==> config.mk <==
export PLATFORM = sky130hd
export DESIGN_NAME = serial_tx_xon_xoff_crlf
export DESIGN_NICKNAME = d
export VERILOG_FILES = /design/src/hw/rtl/stxc_pkg.sv /design/src/hw/rtl/stxc_ram.sv /design/src/hw/rtl/stxc_regs.sv /design/src/hw/rtl/serial_tx_xon_xoff_crlf.sv
export SDC_FILE = /design/constraint.sdc
export NUM_CORES = 1
export LEC_CHECK = 0
export ABC_CLOCK_PERIOD_IN_PS = 2900
export BUFFER_PORTS_ARGS = -buffer_cell sky130_fd_sc_hd__clkbuf_2
export CORE_MARGIN = 2
export CORE_UTILIZATION = 45
export CTS_CLUSTER_DIAMETER = 100
export DETAILED_ROUTE_END_ITERATION = 8
export PLACE_DENSITY = 0.64
export SLEW_MARGIN = 0
export SYNTH_ARGS = -nofsm -noshare
export SYNTH_HDL_FRONTEND = slang
export SYNTH_SLANG_ARGS = --single-unit
export TNS_END_PERCENT = 1
==> constraint.sdc <==
create_clock -name aclk -period 2.9 [get_ports aclk]
set_input_delay 0.29 -clock aclk [delete_from_list [all_inputs] [get_ports aclk]]
set_output_delay 0.29 -clock aclk [all_outputs]
set_load 0.1 [all_outputs]
==> src/hw/rtl/stxc_pkg.sv <==
// shared types and constants of the serial line discipline
package stxc_pkg;

    // request opcodes on the input channel
    localparam logic [1:0] OP_RX  = 2'd0;
    localparam logic [1:0] OP_TX  = 2'd1;
    localparam logic [1:0] OP_POP = 2'd2;

    // result kinds
    localparam logic [3:0] KIND_TX      = 4'd0;
    localparam logic [3:0] KIND_REFUSED = 4'd1;
    localparam logic [3:0] KIND_INTR    = 4'd2;
    localparam logic [3:0] KIND_QUIT    = 4'd3;
    localparam logic [3:0] KIND_STORED  = 4'd4;
    localparam logic [3:0] KIND_DROPPED = 4'd5;
    localparam logic [3:0] KIND_FLOW    = 4'd6;
    localparam logic [3:0] KIND_POPPED  = 4'd7;
    localparam logic [3:0] KIND_EMPTY   = 4'd8;

    // register indexes (byte address / 4)
    localparam logic [2:0] REG_START_CHAR = 3'd0;
    localparam logic [2:0] REG_STOP_CHAR  = 3'd1;
    localparam logic [2:0] REG_INTR_CHAR  = 3'd2;
    localparam logic [2:0] REG_QUIT_CHAR  = 3'd3;
    localparam logic [2:0] REG_RX_RAW     = 3'd4;
    localparam logic [2:0] REG_ANY_RESTART = 3'd5;
    localparam logic [2:0] REG_TX_RAW     = 3'd6;
    localparam logic [2:0] REG_CR_EXPAND  = 3'd7;

    localparam int ADDR_W = 5;
    localparam int DATA_W = 32;

    // character codes
    localparam logic [7:0] CHAR_LF = 8'h0A;
    localparam logic [7:0] CHAR_CR = 8'h0D;

    // line discipline settings
    typedef struct packed {
        logic [7:0] start_char;
        logic [7:0] stop_char;
        logic [7:0] intr_char;
        logic [7:0] quit_char;
        logic       rx_raw;
        logic       any_char_restarts;
        logic       tx_raw;
        logic       cr_expand;
    } cfg_t;

    localparam cfg_t CFG_RESET = '{
        start_char:        8'd17,
        stop_char:         8'd19,
        intr_char:         8'd3,
        quit_char:         8'd28,
        rx_raw:            1'b0,
        any_char_restarts: 1'b0,
        tx_raw:            1'b0,
        cr_expand:         1'b1
    };

endpackage

==> src/hw/rtl/stxc_ram.sv <==
// generic single-write, single-read ram with registered read data
module stxc_ram #(
    parameter int WIDTH = 8,
    parameter int DEPTH = 64
) (
    input  logic                     aclk,
    input  logic                     we,
    input  logic [$clog2(DEPTH)-1:0] waddr,
    input  logic [WIDTH-1:0]         wdata,
    input  logic                     re,
    input  logic [$clog2(DEPTH)-1:0] raddr,
    output logic [WIDTH-1:0]         rdata
);

    logic [WIDTH-1:0] mem_reg [DEPTH];
    logic [WIDTH-1:0] rdata_reg;

    // write port
    always_ff @(posedge aclk) begin
        if (we) begin
            mem_reg[waddr] <= wdata;
        end
    end

    // read port, data holds until the next read
    always_ff @(posedge aclk) begin
        if (re) begin
            rdata_reg <= mem_reg[raddr];
        end
    end

    assign rdata = rdata_reg;

endmodule

==> src/hw/rtl/stxc_regs.sv <==
// apb register file holding the line discipline settings
module stxc_regs (
    input  logic                        aclk,
    input  logic                        aresetn,
    input  logic                        psel,
    input  logic                        penable,
    input  logic                        pwrite,
    input  logic [stxc_pkg::ADDR_W-1:0] paddr,
    input  logic [stxc_pkg::DATA_W-1:0] pwdata,
    output logic [stxc_pkg::DATA_W-1:0] prdata,
    output logic                        pready,
    output stxc_pkg::cfg_t              cfg
);

    stxc_pkg::cfg_t cfg_reg;
    stxc_pkg::cfg_t cfg_next;
    logic [2:0]     idx;
    logic           wr_en;

    assign idx    = paddr[4:2];
    assign wr_en  = psel && penable && pwrite;
    assign pready = 1'b1;

    // register write decode
    always_comb begin
        cfg_next = cfg_reg;
        if (wr_en) begin
            unique case (idx)
                stxc_pkg::REG_START_CHAR:  cfg_next.start_char        = pwdata[7:0];
                stxc_pkg::REG_STOP_CHAR:   cfg_next.stop_char         = pwdata[7:0];
                stxc_pkg::REG_INTR_CHAR:   cfg_next.intr_char         = pwdata[7:0];
                stxc_pkg::REG_QUIT_CHAR:   cfg_next.quit_char         = pwdata[7:0];
                stxc_pkg::REG_RX_RAW:      cfg_next.rx_raw            = pwdata[0];
                stxc_pkg::REG_ANY_RESTART: cfg_next.any_char_restarts = pwdata[0];
                stxc_pkg::REG_TX_RAW:      cfg_next.tx_raw            = pwdata[0];
                stxc_pkg::REG_CR_EXPAND:   cfg_next.cr_expand         = pwdata[0];
                default:                   cfg_next = cfg_reg;
            endcase
        end
    end

    always_ff @(posedge aclk) begin
        if (!aresetn) begin
            cfg_reg <= stxc_pkg::CFG_RESET;
        end else begin
            cfg_reg <= cfg_next;
        end
    end

    // read mux
    always_comb begin
        prdata = '0;
        unique case (idx)
            stxc_pkg::REG_START_CHAR:  prdata = 32'(cfg_reg.start_char);
            stxc_pkg::REG_STOP_CHAR:   prdata = 32'(cfg_reg.stop_char);
            stxc_pkg::REG_INTR_CHAR:   prdata = 32'(cfg_reg.intr_char);
            stxc_pkg::REG_QUIT_CHAR:   prdata = 32'(cfg_reg.quit_char);
            stxc_pkg::REG_RX_RAW:      prdata = 32'(cfg_reg.rx_raw);
            stxc_pkg::REG_ANY_RESTART: prdata = 32'(cfg_reg.any_char_restarts);
            stxc_pkg::REG_TX_RAW:      prdata = 32'(cfg_reg.tx_raw);
            stxc_pkg::REG_CR_EXPAND:   prdata = 32'(cfg_reg.cr_expand);
            default:                   prdata = '0;
        endcase
    end

    assign cfg = cfg_reg;

endmodule

==> src/hw/rtl/serial_tx_xon_xoff_crlf.sv <==
// top level: serial line discipline with xon/xoff flow control and crlf expansion
//
// Input channel s_*: one request per item. s_tuser is the opcode (receive byte,
// transmit byte, pop buffered byte), s_tdata carries the byte and its receive
// error flags, s_tlast marks the final byte of a transmit request.
// Result channel m_*: m_tuser is the result kind, m_tlast marks the final result
// of a request, m_tdata carries the byte, write-done flag, ring fill count,
// block flag and sticky receive status after the request.
// Settings must be written over the apb port only while the block is idle;
// the block itself does not enforce this. A request taken is decoded into
// the middle stage (ram read issued there); its first result reaches m_*
// from the output register. One request per cycle while m_tready stays high; a line
// feed that expands to CR LF holds the middle stage, since it gives two results.
// The receive ring is a ram of RING_DEPTH bytes with one write and one read
// port; its fill count and pointers live in flip-flops, so no clearing pass.
// Reset clears the block flag, sticky status, pointers and fill count and
// loads the settings with their defaults; ring contents are left as they are.
// A stalled m_tready holds the output register, then the middle stage, then
// deasserts s_tready; no result is lost or repeated.
module serial_tx_xon_xoff_crlf #(
    parameter int RING_DEPTH = 64
) (
    input  logic                        aclk,
    input  logic                        aresetn,
    // input channel
    input  logic                        s_tvalid,
    output logic                        s_tready,
    input  logic [15:0]                 s_tdata,  // data_byte[7:0], rx_flags[15:8]
    input  logic [1:0]                  s_tuser,  // op
    input  logic                        s_tlast,  // write_end
    // result channel
    output logic                        m_tvalid,
    input  logic                        m_tready,
    // out_byte, write_done, buffered_count, blocked_now, rx_status, zero fill
    output logic [((18+$clog2(RING_DEPTH+1)+7)/8)*8-1:0] m_tdata,
    output logic [3:0]                  m_tuser,  // kind
    output logic                        m_tlast,  // last
    // configuration
    input  logic                        psel,
    input  logic                        penable,
    input  logic                        pwrite,
    input  logic [stxc_pkg::ADDR_W-1:0] paddr,
    input  logic [stxc_pkg::DATA_W-1:0] pwdata,
    output logic [stxc_pkg::DATA_W-1:0] prdata,
    output logic                        pready
);

    localparam int CW = $clog2(RING_DEPTH + 1);
    localparam int PW = $clog2(RING_DEPTH);
    localparam int OW = ((18 + CW + 7) / 8) * 8;

    stxc_pkg::cfg_t cfg;

    // input field split
    logic [7:0] in_byte;
    logic [7:0] in_flags;
    logic       in_accept;

    // line state
    logic          blocked_reg, blocked_next;
    logic [7:0]    sticky_reg, sticky_next;
    logic [PW-1:0] wptr_reg, wptr_next;
    logic [PW-1:0] rptr_reg, rptr_next;
    logic [CW-1:0] cnt_reg, cnt_next;

    // decode results
    logic       dec_valid;
    logic [3:0] dec_kind;
    logic [7:0] dec_byte;
    logic       dec_two;
    logic       dec_from_ram;
    logic       dec_done;
    logic       ram_we;
    logic       ram_re;
    logic [7:0] ram_rdata;

    // middle stage
    logic          p_valid_reg;
    logic          p_phase_reg;
    logic [3:0]    p_kind_reg;
    logic [7:0]    p_byte_reg;
    logic          p_two_reg;
    logic          p_from_ram_reg;
    logic          p_done_reg;
    logic [CW-1:0] p_cnt_reg;
    logic          p_blk_reg;
    logic [7:0]    p_sts_reg;
    logic          p_move;
    logic          p_finish;

    // output register
    logic          m_valid_reg;
    logic [3:0]    m_kind_reg;
    logic          m_last_reg;
    logic [OW-1:0] m_data_reg;
    logic [3:0]    o_kind;
    logic [7:0]    o_byte;
    logic          o_last;
    logic          o_done;

    assign in_byte   = s_tdata[7:0];
    assign in_flags  = s_tdata[15:8];
    assign in_accept = s_tvalid && s_tready;

    stxc_regs u_regs (
        .aclk    (aclk),
        .aresetn (aresetn),
        .psel    (psel),
        .penable (penable),
        .pwrite  (pwrite),
        .paddr   (paddr),
        .pwdata  (pwdata),
        .prdata  (prdata),
        .pready  (pready),
        .cfg     (cfg)
    );

    // request decode and state update
    always_comb begin
        blocked_next = blocked_reg;
        sticky_next  = sticky_reg;
        wptr_next    = wptr_reg;
        rptr_next    = rptr_reg;
        cnt_next     = cnt_reg;
        dec_valid    = 1'b1;
        dec_kind     = stxc_pkg::KIND_DROPPED;
        dec_byte     = '0;
        dec_two      = 1'b0;
        dec_from_ram = 1'b0;
        dec_done     = 1'b0;
        ram_we       = 1'b0;
        ram_re       = 1'b0;
        unique case (s_tuser)
            stxc_pkg::OP_RX: begin
                sticky_next = sticky_reg | in_flags;
                if (!cfg.rx_raw) begin
                    if (cfg.any_char_restarts) begin
                        blocked_next = 1'b0;
                    end
                    priority if (in_byte == cfg.start_char) begin
                        blocked_next = 1'b0;
                        dec_kind     = stxc_pkg::KIND_FLOW;
                    end else if (in_byte == cfg.stop_char) begin
                        blocked_next = 1'b1;
                        dec_kind     = stxc_pkg::KIND_FLOW;
                    end else if (in_byte == cfg.intr_char) begin
                        dec_kind = stxc_pkg::KIND_INTR;
                    end else if (in_byte == cfg.quit_char) begin
                        dec_kind = stxc_pkg::KIND_QUIT;
                    end else if (cnt_reg < CW'(RING_DEPTH)) begin
                        ram_we    = in_accept;
                        wptr_next = (wptr_reg == PW'(RING_DEPTH - 1)) ? '0 : wptr_reg + 1'b1;
                        cnt_next  = cnt_reg + 1'b1;
                        dec_kind  = stxc_pkg::KIND_STORED;
                    end else begin
                        dec_kind = stxc_pkg::KIND_DROPPED;
                    end
                end
            end
            stxc_pkg::OP_TX: begin
                priority if (blocked_reg) begin
                    dec_kind = stxc_pkg::KIND_REFUSED;
                end else begin
                    dec_kind = stxc_pkg::KIND_TX;
                    dec_byte = in_byte;
                    dec_done = s_tlast;
                    dec_two  = (in_byte == stxc_pkg::CHAR_LF) && !cfg.tx_raw && cfg.cr_expand;
                end
            end
            stxc_pkg::OP_POP: begin
                if (cnt_reg == '0) begin
                    dec_kind = stxc_pkg::KIND_EMPTY;
                end else begin
                    ram_re       = in_accept;
                    rptr_next    = (rptr_reg == PW'(RING_DEPTH - 1)) ? '0 : rptr_reg + 1'b1;
                    cnt_next     = cnt_reg - 1'b1;
                    dec_kind     = stxc_pkg::KIND_POPPED;
                    dec_from_ram = 1'b1;
                end
            end
            default: begin
                dec_valid = 1'b0;
            end
        endcase
    end

    always_ff @(posedge aclk) begin
        if (!aresetn) begin
            blocked_reg <= 1'b0;
            sticky_reg  <= '0;
            wptr_reg    <= '0;
            rptr_reg    <= '0;
            cnt_reg     <= '0;
        end else if (in_accept) begin
            blocked_reg <= blocked_next;
            sticky_reg  <= sticky_next;
            wptr_reg    <= wptr_next;
            rptr_reg    <= rptr_next;
            cnt_reg     <= cnt_next;
        end
    end

    // receive ring
    stxc_ram #(
        .WIDTH (8),
        .DEPTH (RING_DEPTH)
    ) u_ring (
        .aclk  (aclk),
        .we    (ram_we),
        .waddr (wptr_reg),
        .wdata (in_byte),
        .re    (ram_re),
        .raddr (rptr_reg),
        .rdata (ram_rdata)
    );

    // middle stage handshake
    assign p_move   = p_valid_reg && (!m_valid_reg || m_tready);
    assign p_finish = p_move && (!p_two_reg || p_phase_reg);
    assign s_tready = !p_valid_reg || p_finish;

    always_ff @(posedge aclk) begin
        if (!aresetn) begin
            p_valid_reg <= 1'b0;
            p_phase_reg <= 1'b0;
        end else begin
            if (in_accept) begin
                p_valid_reg <= dec_valid;
                p_phase_reg <= 1'b0;
            end else if (p_finish) begin
                p_valid_reg <= 1'b0;
                p_phase_reg <= 1'b0;
            end else if (p_move) begin
                p_phase_reg <= 1'b1;
            end
        end
    end

    // middle stage payload
    always_ff @(posedge aclk) begin
        if (in_accept) begin
            p_kind_reg     <= dec_kind;
            p_byte_reg     <= dec_byte;
            p_two_reg      <= dec_two;
            p_from_ram_reg <= dec_from_ram;
            p_done_reg     <= dec_done;
            p_cnt_reg      <= cnt_next;
            p_blk_reg      <= blocked_next;
            p_sts_reg      <= sticky_next;
        end
    end

    // result selection: carriage return first for an expanded line feed
    always_comb begin
        o_kind = p_kind_reg;
        o_byte = p_from_ram_reg ? ram_rdata : p_byte_reg;
        o_last = 1'b1;
        o_done = p_done_reg;
        if (p_two_reg && !p_phase_reg) begin
            o_byte = stxc_pkg::CHAR_CR;
            o_last = 1'b0;
            o_done = 1'b0;
        end
    end

    // output register
    always_ff @(posedge aclk) begin
        if (!aresetn) begin
            m_valid_reg <= 1'b0;
        end else if (p_move) begin
            m_valid_reg <= 1'b1;
        end else if (m_tready) begin
            m_valid_reg <= 1'b0;
        end
    end

    always_ff @(posedge aclk) begin
        if (p_move) begin
            m_kind_reg <= o_kind;
            m_last_reg <= o_last;
            m_data_reg <= OW'({p_sts_reg, p_blk_reg, p_cnt_reg, o_done, o_byte});
        end
    end

    assign m_tvalid = m_valid_reg;
    assign m_tuser  = m_kind_reg;
    assign m_tlast  = m_last_reg;
    assign m_tdata  = m_data_reg;

    // fill count stays within the ring
    a_cnt_range: assert property (@(posedge aclk) disable iff (!aresetn)
        cnt_reg <= CW'(RING_DEPTH))
        else $error("ring fill count above depth");

    // pointers meet only when the ring is empty or full
    a_ptr_cnt: assert property (@(posedge aclk) disable iff (!aresetn)
        (wptr_reg == rptr_reg) == ((cnt_reg == '0) || (cnt_reg == CW'(RING_DEPTH))))
        else $error("ring pointers disagree with fill count");

    // second half of an expansion only exists for a held two-result item
    a_phase: assert property (@(posedge aclk) disable iff (!aresetn)
        p_phase_reg |-> (p_valid_reg && p_two_reg))
        else $error("expansion phase without a pending line feed");

    // a successful pop lowers the count by one
    a_pop: assert property (@(posedge aclk) disable iff (!aresetn)
        (in_accept && s_tuser == stxc_pkg::OP_POP && cnt_reg != '0)
        |=> (cnt_reg == $past(cnt_reg) - 1'b1))
        else $error("pop did not lower fill count");

    // a store is only written while the ring has room
    a_store: assert property (@(posedge aclk) disable iff (!aresetn)
        ram_we |-> (cnt_reg < CW'(RING_DEPTH)))
        else $error("ring written while full");

endmodule
# Yosys cells after proc, flatten, opt, wreduce, memory -nomap -nowiden
# Memory sizes are Yosys's and may differ from the RTL's. A register that Yosys moved wholly into a read port is not among the register bits.
# Index checks and enable logic that the tools add are counted.
word_totals:
  regBits: 128
  ramBits: 512
  input_bits: 63
  output_inout_bits: 72
  elab_cells: 138
  mem_count: 1
memory_table:
  columns: ["name", "words", "width", "rd", "rd_clocked_by_memory_dff", "write_ports", "line_no", "source"]
  rows:
  - ["u_ring.mem_reg", 64, 8, 1, 1, 1, "stxc_ram.sv:15", "logic [WIDTH-1:0] mem_reg [DEPTH];"]
op_classes:
  addsub: 4
  order_cmp: 1
  n_eq_ne: 16
  n_mux: 45
  n_bitwise: 9
  n_reduce_logical: 34
op_table:
  columns: ["cell", "count"]
  rows:
  - ["32-bit case mux with 8 select lines", 1]
  - ["7-bit 2-to-1 mux", 7]
  - ["8-bit equality test", 4]
  - ["1-bit 2-to-1 mux", 25]
  - ["8-bit 2-to-1 mux", 2]
  - ["2-bit AND reduction", 8]
  - ["3-bit 2-to-1 mux", 5]
  - ["7-bit case mux with 2 select lines", 1]
  - ["6-bit by 1-bit adder with 6-bit output (second input constant)", 2]
  - ["3-bit equality test (second input constant)", 4]
  - ["6-bit equality test (second input constant)", 2]
  - ["6-bit 2-to-1 mux", 2]
  - ["4-bit case mux with 3 select lines", 1]
  - ["8-bit by 4-bit equality test with 1-bit output (second input constant)", 1]
  - ["1-bit logical AND", 8]
  - ["1-bit NOT", 8]
  - ["8-bit OR", 1]
  - ["8-bit AND reduction", 1]
  - ["7-bit by 1-bit adder with 7-bit output (second input constant)", 1]
  - ["7-bit logical NOT", 1]
  - ["7-bit less-than comparator (second input constant)", 1]
  - ["7-bit by 1-bit subtractor with 7-bit output (second input constant)", 1]
  - ["3-bit by 2-bit equality test with 1-bit output (second input constant)", 2]
  - ["3-bit OR reduction", 2]
  - ["other kinds (11)", 18]

# Depth between registers and ports, before layout
# Gate-level depths: netlist of the first run.
depth:
  ltp_word: 15
  depth_mapped: 11
  depth_no_buf: 10

# By module
# From an unflattened synthesis of the first run, not the netlist that was laid out.
hier_totals:
  hier_cells: 1515
  area_unflattened_um2: 26641.8
modules_own_cells:
  columns: ["mod", "n_inst", "cells_each", "area_each_um2", "seq_area_each_um2"]
  rows:
  - ["stxc_ram", 1, 931, 20169.3, 15615.0]
  - ["serial_tx_xon_xoff_crlf", 1, 387, 4573.1, 2452.4]
  - ["stxc_regs", 1, 197, 1899.3, 720.7]

# Least setup slack after synthesis of the first run
# OpenSTA, ideal clock, no wires.
synth_timing:
  kind: "reg-to-reg"
  start: "register m_valid_reg, in the netlist m_tvalid"
  end: "register p_kind_reg[0], in the netlist o_kind[0], enable pin"
  setup_ps: 408
  arrival_ps: 4002
  t_required_ps: 2492
  path_slack_ps: -1510
  stages_incl_launch_ff: 6
  path_buffers: 1
  synth_period_minus_slack_ps: 4410
  path_cell_list: "dfxtp_1 nor2b_1 o21ai_1 nand2_1 inv_1 buf_1"
synth_via:
  elab_chain_cells: 6
synth_lines:
  columns: ["element", "line_no", "source"]
  rows:
  - ["start, declared", "serial_tx_xon_xoff_crlf.sv:92", "logic m_valid_reg;"]
  - ["start signal, assigned", "serial_tx_xon_xoff_crlf.sv:269", "m_valid_reg <= 1'b0;"]
  - ["start signal, assigned", "serial_tx_xon_xoff_crlf.sv:271", "m_valid_reg <= 1'b1;"]
  - ["start signal, assigned", "serial_tx_xon_xoff_crlf.sv:273", "m_valid_reg <= 1'b0;"]
  - ["1-bit logical NOT", "serial_tx_xon_xoff_crlf.sv:218", "assign p_move = p_valid_reg && (!m_valid_reg || m_tready);"]
  - ["1-bit logical OR", "serial_tx_xon_xoff_crlf.sv:218", null]
  - ["1-bit logical AND", "serial_tx_xon_xoff_crlf.sv:218", null]
  - ["1-bit logical AND", "serial_tx_xon_xoff_crlf.sv:219", "assign p_finish = p_move && (!p_two_reg || p_phase_reg);"]
  - ["1-bit logical OR", "serial_tx_xon_xoff_crlf.sv:220", "assign s_tready = !p_valid_reg || p_finish;"]
  - ["named net s_tready", "serial_tx_xon_xoff_crlf.sv:27", "output logic s_tready,"]
  - ["1-bit logical AND", "serial_tx_xon_xoff_crlf.sv:103", "assign in_accept = s_tvalid && s_tready;"]
  - ["named net in_accept", "serial_tx_xon_xoff_crlf.sv:57", "logic in_accept;"]
  - ["end signal, assigned", "serial_tx_xon_xoff_crlf.sv:242", "p_kind_reg <= dec_kind;"]
  - ["end, declared", "serial_tx_xon_xoff_crlf.sv:80", "logic [3:0] p_kind_reg;"]
# The timed path passes the listed nets, and every way through them passes these cells.
# A chain may end at the register's enable or synchronous reset.

==> results.sh, run 1 <==
export IMPL_status="completed"
export IMPL_synth_top_family_by_area="multiplexers"
export IMPL_synth_area_mm2=0.02604
export IMPL_max_slew_margin=0.4740
export IMPL_drt_first_pass_iters=5
export IMPL_rr_startpoint="rptr_reg[0]$_SDFFE_PN0P_"
export IMPL_drc=0
export IMPL_final_util=0.5309
export IMPL_yosysSeqAreaShare=0.7215
export IMPL_ys_ff_latch=648
export IMPL_p_per_area_mw_per_mm2=652.9
export IMPL_core_area_mm2=0.05748
export IMPL_cts_tree="yes"
export IMPL_crit_arrival_ns=3.04
export IMPL_cp_start_kind="flop"
export IMPL_overflow=0
export IMPL_min_from="pwdata[0]"
export IMPL_placed_area_mm2=0.02817
export IMPL_hpwl_um=37010
export IMPL_finalClockSkew_ns=0.02546
export IMPL_p_leak_nw=9.966
export IMPL_fin_ws_ns=0.1779
export IMPL_max_vdd_ir_drop_mv=0.4378
export IMPL_largest_register_ffs=512
export IMPL_worstSetupEndpointType="flop"
export IMPL_viasPerCell=5.560
export IMPL_synth_area_top_cells="edfxtp_1 67%, mux4_2 15%, dfxtp_1 5.2%"
export IMPL_drtIter0Drc=1101
export IMPL_grt_max_degree=67
export IMPL_synthXorXnorAreaFrac=0.01413
export IMPL_n_antenna_cell=0
export IMPL_yosys_area_share_simple=0.04968
export IMPL_grt_pass1_vias=13450
export IMPL_cts_buffers_inserted=69
export IMPL_cp_startpoint="rptr_reg[0]$_SDFFE_PN0P_"
export IMPL_ioPinCount=135
export IMPL_min_period_ns=2.722
export IMPL_dpl_worst_slack_ns=0.04150
export IMPL_synthAdderAreaFrac=0.001922
export IMPL_dp_cells=2258
export IMPL_yosys_warnings=0
export IMPL_worst_pin_slew_ns=0.7891
export IMPL_synth_largest_area_cell="edfxtp_1"
export IMPL_syn_inst=1377
export IMPL_cp_data_required_time_ns=3.22
export IMPL_timing_hold_ws_ns=0.04096
export IMPL_synth_top_area_frac=0.6700
export IMPL_worstSetupPathType="flop to flop"
export IMPL_cts_sinks=648
export IMPL_synth_ff_type="edfxtp_1"
export IMPL_grt_pass1_wl_um=86420
export IMPL_via_count=13320
export IMPL_die_y_um=244.6
export IMPL_yosys_top_cells_count="581 x edfxtp_1, 177 x mux4_2, 129 x nor2_1"
export IMPL_cp_max_fo=16
export IMPL_min_path_type="input port to flop"
export IMPL_ys_async_sr_fraction=0
export IMPL_syn_avg_cell_area_um2=18.91
export IMPL_wl_per_cell_um=24.28
export IMPL_drt_wl_total_um=58170
export IMPL_clkTransAtPathRegs_ns=0.06
export IMPL_finalWeightedCongestion=0.8348
export IMPL_final_setup_viol_count=0
export IMPL_num_rows=88
export IMPL_postCtsResizedCells=0
export IMPL_fin_nets=1649
export IMPL_fp_dieArea_mm2=0.05981
export IMPL_post_cts_setup_buffers=0
export IMPL_synthMuxAreaShare=0.1708
export IMPL_finalHoldViolCount=0
export IMPL_grtUsageTotal=0.1970
export IMPL_grt_antenna_before_repair=2
export IMPL_critical_path_max_stage_delay_ns=0.56
export IMPL_cap_violations=0
export IMPL_area_growth_pct=17.18
export IMPL_cpMostUsedCell="mux4_2"
export IMPL_synth_cell_types=52
export IMPL_slowest_stage="mux4_2"
export IMPL_layout_drive_gt1_share=0.3102
export IMPL_htreeDepth=3
export IMPL_fp_dieW_um=244.6
export IMPL_clock_latency_ns=0.60
export IMPL_final_cells=2396
export IMPL_clockRootBuffer="clkbuf_16"
export IMPL_synth_compound_area_frac=0.01513
export IMPL_drv_slew=0
export IMPL_max_freq_mhz=367.4
export IMPL_clockBufferDepth=3
export IMPL_path_cells="buf_12, buf_4, mux4_2, mux4_2, mux4_2"
export IMPL_yosysMostFrequentCell="edfxtp_1"
export IMPL_rsz0062_at_grt="no"
export IMPL_post_route_period_util=0.9387
export IMPL_numPortBuffers=76
export IMPL_ant_nets=0
export IMPL_synth_edff_count=581
export IMPL_stdcell_area_mm2=0.03051
export IMPL_start_util=0.4531
## cells by family (layout without fill, tap and decap cells)
kind of cell,after synthesis,count (layout)
AO/OA/AOI/OAI,58,58
buffers and inverters,127,351
other,2,32
multiplexers,223,223
XOR/XNOR,42,42
AND/OR/NAND/NOR,273,273
adder cells (fa/ha/maj),4,4
flip-flops,648,648
## stage by stage
| stage | TNS [ns] | total power, mW |
|---|---|---|
| floorplan | -15.66 | 11.29 |
| global placement | 0 | 11.61 |
| detailed placement | 0 | 11.63 |
| CTS | 0 | 20.11 |
| global route | 0 | 20.52 |
| finish | 0 | 19.92 |
## critical path: cells and delay by family (launching register included)
family   cells  cell delay (ns)
mux          3             1.60
buf+inv      2             0.43
flops        1             0.40
## what timing repair did
item                                    4_1_cts  5_1_grt
hold endpoints to repair                     32        0
endpoints found under the setup margin        0        0
hold buffers                                 18        0
## power by group
part | switching, mW | internal [mW] | leakage [nW]
clock | 3.50 | 4.98 | 1.05
sequential | 0.0414 | 10.3 | 5.81
combinational | 0.835 | 0.308 | 3.10
## final timing paths
kind	endpoint	slack (ns)	cells past startpoint
setup reg to reg	u_ring.rdata[2]$_DFFE_PP_	0.18	5
hold reg to reg	m_tdata[13]$_DFFE_PP_	0.42	0
hold / removal	u_regs.cfg[20]$_SDFFE_PN1P_	0.04	3
setup / recovery	u_ring.rdata[2]$_DFFE_PP_	0.18	5
## layout make-up
type                    count  area (um2)
fillers                  4530       26960
multi-input cells         632        6783
clock inverters            28       261.5
repair buffers            222        1772
well taps                 765       957.2
inverters                   9       33.78
flip-flops and latches    648       18800
clock buffers              92        1907
## cell usage in the layout (no fill, tap or decap), drive strengths merged, types with 2 or more instances in the layout
cell	netlist	layout
o311ai	2	2
clkinvlp	0	3
nand3b	4	4
ha	4	4
a21oi	12	12
xor2	20	20
and2	11	11
o211a	7	7
mux2i	45	45
nor2b	10	10
nor3	16	16
dfxtp	67	67
nand4	11	11
or3	8	8
xnor2	22	22
a31oi	3	3
buf	74	128
nand3	9	9
nand4bb	3	3
nand2b	5	5
nand4b	4	4
or2	3	3
nand2	41	41
clkinv	1	19
o211ai	2	2
bufinv	0	4
dlygate4sd3	0	18
nor4	11	11
mux4	177	177
clkbuf	44	168
conb	2	32
o21ai	13	13
edfxtp	581	581
a22oi	2	2
inv	8	11
or3b	2	2
nor3b	3	3
a21o	9	9
nor2	130	130
## layer usage
| layer | GRT usage | wire, um |
|---|---|---|
| met1 | 0.2781 | 25270 |
| met2 | 0.3137 | 28050 |
| met3 | 0.03742 | 3346 |
| met4 | 0.05846 | 1497 |
| met5 | 0 | 0 |
(Power assumes the default switching activity.)
==> run 2, diff against run 1 <==
--- a/config.mk
+++ b/config.mk
@@ -8,10 +8,10 @@
 export ABC_CLOCK_PERIOD_IN_PS = 2900
 export BUFFER_PORTS_ARGS = -buffer_cell sky130_fd_sc_hd__clkbuf_2
 export CORE_MARGIN = 2
-export CORE_UTILIZATION = 45
+export CORE_UTILIZATION = 40
 export CTS_CLUSTER_DIAMETER = 100
 export DETAILED_ROUTE_END_ITERATION = 8
-export PLACE_DENSITY = 0.64
+export PLACE_DENSITY = 0.58
 export SLEW_MARGIN = 0
 export SYNTH_ARGS = -nofsm -noshare
 export SYNTH_HDL_FRONTEND = slang
==> results.sh, run 2 (synthesized netlist as in run 1, its figures left out) <==
export IMPL_timing_hold_ws_ns=0.04110
export IMPL_dp_cells=2358
export IMPL_clockRootBuffer="clkbuf_16"
export IMPL_rr_worst_depth=5
export IMPL_p_per_area_mw_per_mm2=644.1
export IMPL_wl_per_cell_um=24.01
export IMPL_path_cells="buf_12, buf_4, mux4_2, mux4_2, mux4_2"
export IMPL_cp_startpoint="rptr_reg[0]$_SDFFE_PN0P_"
export IMPL_power_internal_mw=15.37
export IMPL_grt_util_met1=0.2519
export IMPL_drv_slew=0
export IMPL_worstPathBufferInverterCount=2
export IMPL_reg2reg_setup_slack_ns=0.22
export IMPL_cap_violations=0
export IMPL_p_sw_mw=4.384
export IMPL_finalHoldViolCount=0
export IMPL_area_growth_pct=17.79
export IMPL_drt_wl_total_um=59950
export IMPL_layout_drive_gt1_share=0.3149
export IMPL_p_sw_frac=0.2219
export IMPL_grt_pass1_wl_um=88840
export IMPL_worst_path_stages=5
export IMPL_largest_register_ffs=512
export IMPL_final_cells=2497
export IMPL_final_common_cell="edfxtp_1"
export IMPL_cp_start_kind="flop"
export IMPL_use_met3=0.02929
export IMPL_cts_tree="yes"
export IMPL_rsz0062_at_grt="no"
export IMPL_crit_arrival_ns=3.00
export IMPL_core_area_mm2=0.06446
export IMPL_cpMostUsedCell="mux4_2"
export IMPL_r2r_end="u_ring.rdata[3]$_DFFE_PP_"
export IMPL_status="completed"
export IMPL_grt_pass1_vias=13580
export IMPL_final_util=0.4758
export IMPL_min_from="pwdata[7]"
export IMPL_drt_first_pass_iters=6
export IMPL_die_y_um=259.2
export IMPL_overflow=0
export IMPL_critical_path_max_stage_delay_ns=0.55
export IMPL_cts_buffers_inserted=68
export IMPL_start_util=0.4040
export IMPL_fin_ws_ns=0.2202
export IMPL_p_leak_nw=9.996
export IMPL_min_period_ns=2.680
export IMPL_viasPerCell=5.296
export IMPL_top_usage_layer="met2"
export IMPL_grt_antenna_before_repair=1
export IMPL_min_path_type="input port to flop"
export IMPL_via_count=13230
export IMPL_finalClockSkew_ns=0.02006
export IMPL_numPortBuffers=76
export IMPL_clockPowerShare=0.421
export IMPL_post_route_period_util=0.9241
export IMPL_fp_dieW_um=259.2
export IMPL_num_rows=93
export IMPL_max_freq_mhz=373.2
export IMPL_cp_max_fo=11
export IMPL_fin_nets=1658
export IMPL_n_antenna_cell=0
export IMPL_cts_sinks=648
export IMPL_dpl_worst_slack_ns=0.1784
export IMPL_worstSetupEndpointType="flop"
export IMPL_seqPwrFrac=0.521
export IMPL_clock_latency_ns=0.60
export IMPL_ioPinCount=135
export IMPL_ant_nets=0
export IMPL_htreeDepth=3
export IMPL_crit_end="u_ring.rdata[3]$_DFFE_PP_"
export IMPL_clkTransAtPathRegs_ns=0.06
export IMPL_hpwl_um=38520
export IMPL_fill_cells=5444
export IMPL_comb_power_share=0.058
export IMPL_final_cell_mix="581 x edfxtp_1, 177 x mux4_2, 117 x buf_4"
export IMPL_max_vdd_ir_drop_mv=0.3614
export IMPL_grtUsageTotal=0.1813
export IMPL_final_setup_viol_count=0
export IMPL_drtIter0Drc=935
export IMPL_worst_pin_slew_ns=0.8239
export IMPL_drc=0
export IMPL_max_slew_margin=0.4507
export IMPL_crit_family="multiplexers"
export IMPL_slowest_stage="mux4_2"
export IMPL_fp_dieArea_mm2=0.06716
export IMPL_clockBufferDepth=3
export IMPL_worstSetupPathType="flop to flop"
export IMPL_rr_startpoint="rptr_reg[0]$_SDFFE_PN0P_"
export IMPL_cp_data_required_time_ns=3.22
export IMPL_finalWeightedCongestion=0.8296
export IMPL_use_met2=0.3018
export IMPL_grt_max_degree=70
[run 2: worst min path at each step]
stage | end | slack [ns] | cells after the start
final | u_regs.cfg[35]$_SDFFE_PN0P_ | 0.04 | 3
after global routing | u_regs.cfg[19]$_SDFFE_PN0P_ | 0.04 | 3
after CTS | u_regs.cfg[35]$_SDFFE_PN0P_ | 0.003 | 3
after detailed placement | m_tdata[18]$_DFFE_PP_ | 0.41 | 0
after global placement | m_tdata[18]$_DFFE_PP_ | 0.40 | 0
after floorplan | u_ring.mem_reg[0][0]$_DFFE_PP_ | 0.39 | 0
[run 2: layout make-up]
class                           count  area, um2  share of cell area
Sequential cell                   648      18800              0.6129
Multi-Input combinational cell    632       6783              0.2211
Timing Repair Buffer              232       1859             0.06062
Clock buffer                       85       1808             0.05894
Tap cell                          855       1070             0.03488
Clock inverter                     36      319.1             0.01040
Inverter                            9      33.78            0.001101
[run 2: stage by stage]
| step | instance area (um2) | total power, mW | setup TNS (ns) |
|---|---|---|---|
| final | 30670 | 19.76 | 0 |
| after global routing | 30670 | 20.36 | 0 |
| after CTS | 30670 | 19.96 | 0 |
| after detailed placement | 28370 | 11.63 | 0 |
| after global placement | 28370 | 11.61 | 0 |
| after floorplan | 26280 | 11.29 | -15.66 |
[run 2: power by group through the flow]
stage | clock network [mW] | registers [mW] | logic, mW
final | 8.32 | 10.3 | 1.14
after global routing | 8.85 | 10.3 | 1.22
after CTS | 8.51 | 10.3 | 1.16
after detailed placement | 0 | 10.5 | 1.14
after global placement | 0 | 10.5 | 1.12
after floorplan | 0 | 10.6 | 0.652
[run 2: worst reg2reg max path: stages, from the launching register on]
cell     delay, ns
dfxtp_4       0.40
buf_12        0.18
buf_4         0.23
mux4_2        0.53
mux4_2        0.55
mux4_2        0.50
[run 2: repair_timing]
action | 4_1_cts | 5_1_grt
setup buffers | 0 | 0
hold buffers | 18 | 0
hold endpoints to repair | 39 | 0
setup endpoints to repair | 0 | 0
gates resized for setup | 0 | 0
[run 2: layer usage]
metal,share of wire,wire length [um],vias up
met1,0.44,26250,6915
met4,0.018,1053,0
li1,-,-,5858
met3,0.050,2973,77
met5,0,0,-
met2,0.49,29670,375
==> run 3, diff against run 2 <==
--- a/config.mk
+++ b/config.mk
@@ -5,6 +5,7 @@
 export SDC_FILE = /design/constraint.sdc
 export NUM_CORES = 1
 export LEC_CHECK = 0
+export ABC_AREA = 1
 export ABC_CLOCK_PERIOD_IN_PS = 2900
 export BUFFER_PORTS_ARGS = -buffer_cell sky130_fd_sc_hd__clkbuf_2
 export CORE_MARGIN = 2
==> results.sh, run 3 <==
export IMPL_dpl_worst_slack_ns=0.1568
export IMPL_grt_max_degree=130
export IMPL_p_sw_mw=4.555
export IMPL_worst_pin_slew_ns=0.8871
export IMPL_ant_nets=0
export IMPL_final_cell_mix="581 x edfxtp_1, 346 x nor2_1, 292 x o21ai_0"
export IMPL_p_per_area_mw_per_mm2=646.7
export IMPL_final_setup_tns_ns=0
export IMPL_final_util=0.4630
export IMPL_final_setup_viol_count=0
export IMPL_post_route_period_util=0.9132
export IMPL_power_internal_mw=15.13
export IMPL_p_leak_nw=10.45
export IMPL_cp_data_required_time_ns=3.23
export IMPL_worstSetupEndpointType="flop"
export IMPL_cts_sinks=648
export IMPL_cts_tree="yes"
export IMPL_rsz0062_at_grt="no"
export IMPL_numPortBuffers=76
export IMPL_grt_pass1_wl_um=101500
export IMPL_min_period_ns=2.648
export IMPL_seqPwrFrac=0.523
export IMPL_drtIter0Drc=1744
export IMPL_synth_cell_types=39
export IMPL_wl_per_cell_um=20.47
export IMPL_core_area_mm2=0.06575
export IMPL_grt_antenna_before_repair=2
export IMPL_syn_inst=2255
export IMPL_status="completed"
export IMPL_via_count=17710
export IMPL_cp_max_fo=45
export IMPL_htreeDepth=3
export IMPL_synth_ff_type="edfxtp_1"
export IMPL_final_common_cell="edfxtp_1"
export IMPL_ioPinCount=135
export IMPL_fp_dieW_um=261.6
export IMPL_finalHoldViolCount=0
export IMPL_n_antenna_cell=0
export IMPL_synth_largest_area_cell="edfxtp_1"
export IMPL_yosysMostFrequentCell="edfxtp_1"
export IMPL_drc=0
export IMPL_cts_buffers_inserted=66
export IMPL_cpMostUsedCell="o21ai_0"
export IMPL_post_cts_setup_buffers=0
export IMPL_synth_top_area_frac=0.6572
export IMPL_crit_arrival_ns=2.97
export IMPL_grt_pass1_vias=17020
export IMPL_layout_drive_gt1_share=0.1452
export IMPL_path_cells="clkinv_2, buf_4, o21ai_0, o22ai_1, nand2_1, nand3_1, o21ai_0, a21oi_1"
export IMPL_min_path_type="input port to flop"
export IMPL_synth_edff_count=581
export IMPL_clockBufferDepth=3
export IMPL_crit_family="buffers and inverters"
export IMPL_worstSetupPathType="flop to flop"
export IMPL_viasPerCell=5.386
export IMPL_finalWeightedCongestion=0.8828
export IMPL_yosys_top_cells_count="581 x edfxtp_1, 403 x nor2_1, 292 x o21ai_0"
export IMPL_largest_register_ffs=512
export IMPL_synth_area_mm2=0.02655
export IMPL_max_slew_margin=0.4086
export IMPL_num_rows=94
export IMPL_clkTransAtPathRegs_ns=0.07
export IMPL_die_y_um=261.6
export IMPL_clockPowerShare=0.411
export IMPL_yosys_warnings=0
export IMPL_wl_met1_um=29160
export IMPL_fp_dieArea_mm2=0.06844
export IMPL_wl_met3_um=4264
export IMPL_top_layer="met4"
export IMPL_ys_async_sr_fraction=0
export IMPL_drt_wl_total_um=67330
export IMPL_drt_first_pass_iters=7
export IMPL_cp_start_kind="flop"
export IMPL_clock_latency_ns=0.60
export IMPL_yosysSeqAreaShare=0.7077
export IMPL_fill_cells=5840
export IMPL_syn_avg_cell_area_um2=11.77
export IMPL_comb_power_share=0.066
export IMPL_critical_path_max_stage_delay_ns=0.50
export IMPL_slowest_stage="clkinv_2"
export IMPL_fin_ws_ns=0.2519
export IMPL_drv_slew=0
export IMPL_start_util=0.4038
export IMPL_synth_area_top_cells="edfxtp_1 66%, nor2_1 5.7%, o21ai_0 5.5%"
export IMPL_finalClockSkew_ns=0.02854
export IMPL_max_freq_mhz=377.6
export IMPL_max_vdd_ir_drop_mv=0.4153
export IMPL_area_growth_pct=14.67
export IMPL_worstPathBufferInverterCount=2
export IMPL_fin_nets=2444
export IMPL_cap_violations=0
export IMPL_clockRootBuffer="clkbuf_16"
export IMPL_overflow=0
export IMPL_ys_ff_latch=648
export IMPL_wl_met2_um=31690
export IMPL_hpwl_um=42560
export IMPL_p_sw_frac=0.2314
export IMPL_grtUsageTotal=0.1961
[run 3: cell count changes after synthesis, sizes merged, moves of 94 or more]
cell	delta
o21ai	+291
nor2	+284
nand2	+208
mux4	-177
nand3	+95
inv	+94
[run 3: through the flow]
| step | total power, mW | hold slack (ns) | cells | cell area (um2) |
|---|---|---|---|---|
| floorplan | 11.39 | 0.3889 | 2285 | 26800 |
| global placement | 11.76 | 0.4012 | 3154 | 28230 |
| detailed placement | 11.78 | 0.4045 | 3154 | 28230 |
| CTS | 19.83 | 0.05441 | 3289 | 30440 |
| global route | 20.28 | 0.1175 | 3289 | 30440 |
| finish | 19.69 | 0.08127 | 3289 | 30440 |
[run 3: worst min-delay path, cell delays in order]
cell and delay [ns]:
clkbuf_2 0.12, nand2_1 0.08, nand2_1 0.06, a21oi_1 0.06
[run 3: cell families after synthesis]
kind of cell    Yosys count  synth area share
compound gates          518            0.1118
fa+ha+maj                 4          0.001885
simple gates            809            0.1304
other cells               2         0.0002829
flops                   648            0.7077
buf+inv                 256           0.04204
xor+xnor                 18          0.005939
[run 3: timing repair]
| action | 4_1_cts | 5_1_grt |
|---|---|---|
| gates resized for setup | 0 | 0 |
| endpoints found under the hold margin | 32 | 0 |
| setup endpoints to repair | 0 | 0 |
| hold buffers | 19 | 0 |
[run 3: power by group through the flow]
stage	sequential (mW)	combinational [mW]	clock (mW)
final	10.3	1.30	8.08
after global routing	10.3	1.40	8.58
after CTS	10.3	1.30	8.23
after detailed placement	10.5	1.28	0
after global placement	10.5	1.26	0
after floorplan	10.7	0.690	0
[run 3: final cells by class]
type / count / area [um2] / area share
tap: 864 / 1081 / 0.03551
inverter: 105 / 405.4 / 0.01332
multi-input combinational: 1381 / 6898 / 0.2266
clock inverter: 35 / 285.3 / 0.009372
sequential: 648 / 18800 / 0.6175
clock buffer: 81 / 1739 / 0.05713
timing repair buffer: 175 / 1234 / 0.04053
[run 3: final timing paths]
| check | startpoint | to | cells past startpoint | slack [ns] |
|---|---|---|---|---|
| setup / recovery | rptr_reg[1]$_SDFFE_PN0P_ | u_ring.rdata[5]$_DFFE_PP_ | 8 | 0.25 |
| hold / removal | s_tuser[1] | p_valid_reg$_SDFFE_PN0P_ | 4 | 0.08 |
| setup reg to reg | rptr_reg[1]$_SDFFE_PN0P_ | u_ring.rdata[5]$_DFFE_PP_ | 8 | 0.25 |
| hold reg to reg | p_sts_reg[5]$_DFFE_PP_ | m_tdata[22]$_DFFE_PP_ | 0 | 0.42 |
[run 3: metal layers]
metal,vias to the layer above,global-route usage
met5,-,0
li1,8322,-
met3,110,0.03019
met1,8646,0.2696
met4,0,0.07749
met2,636,0.3138
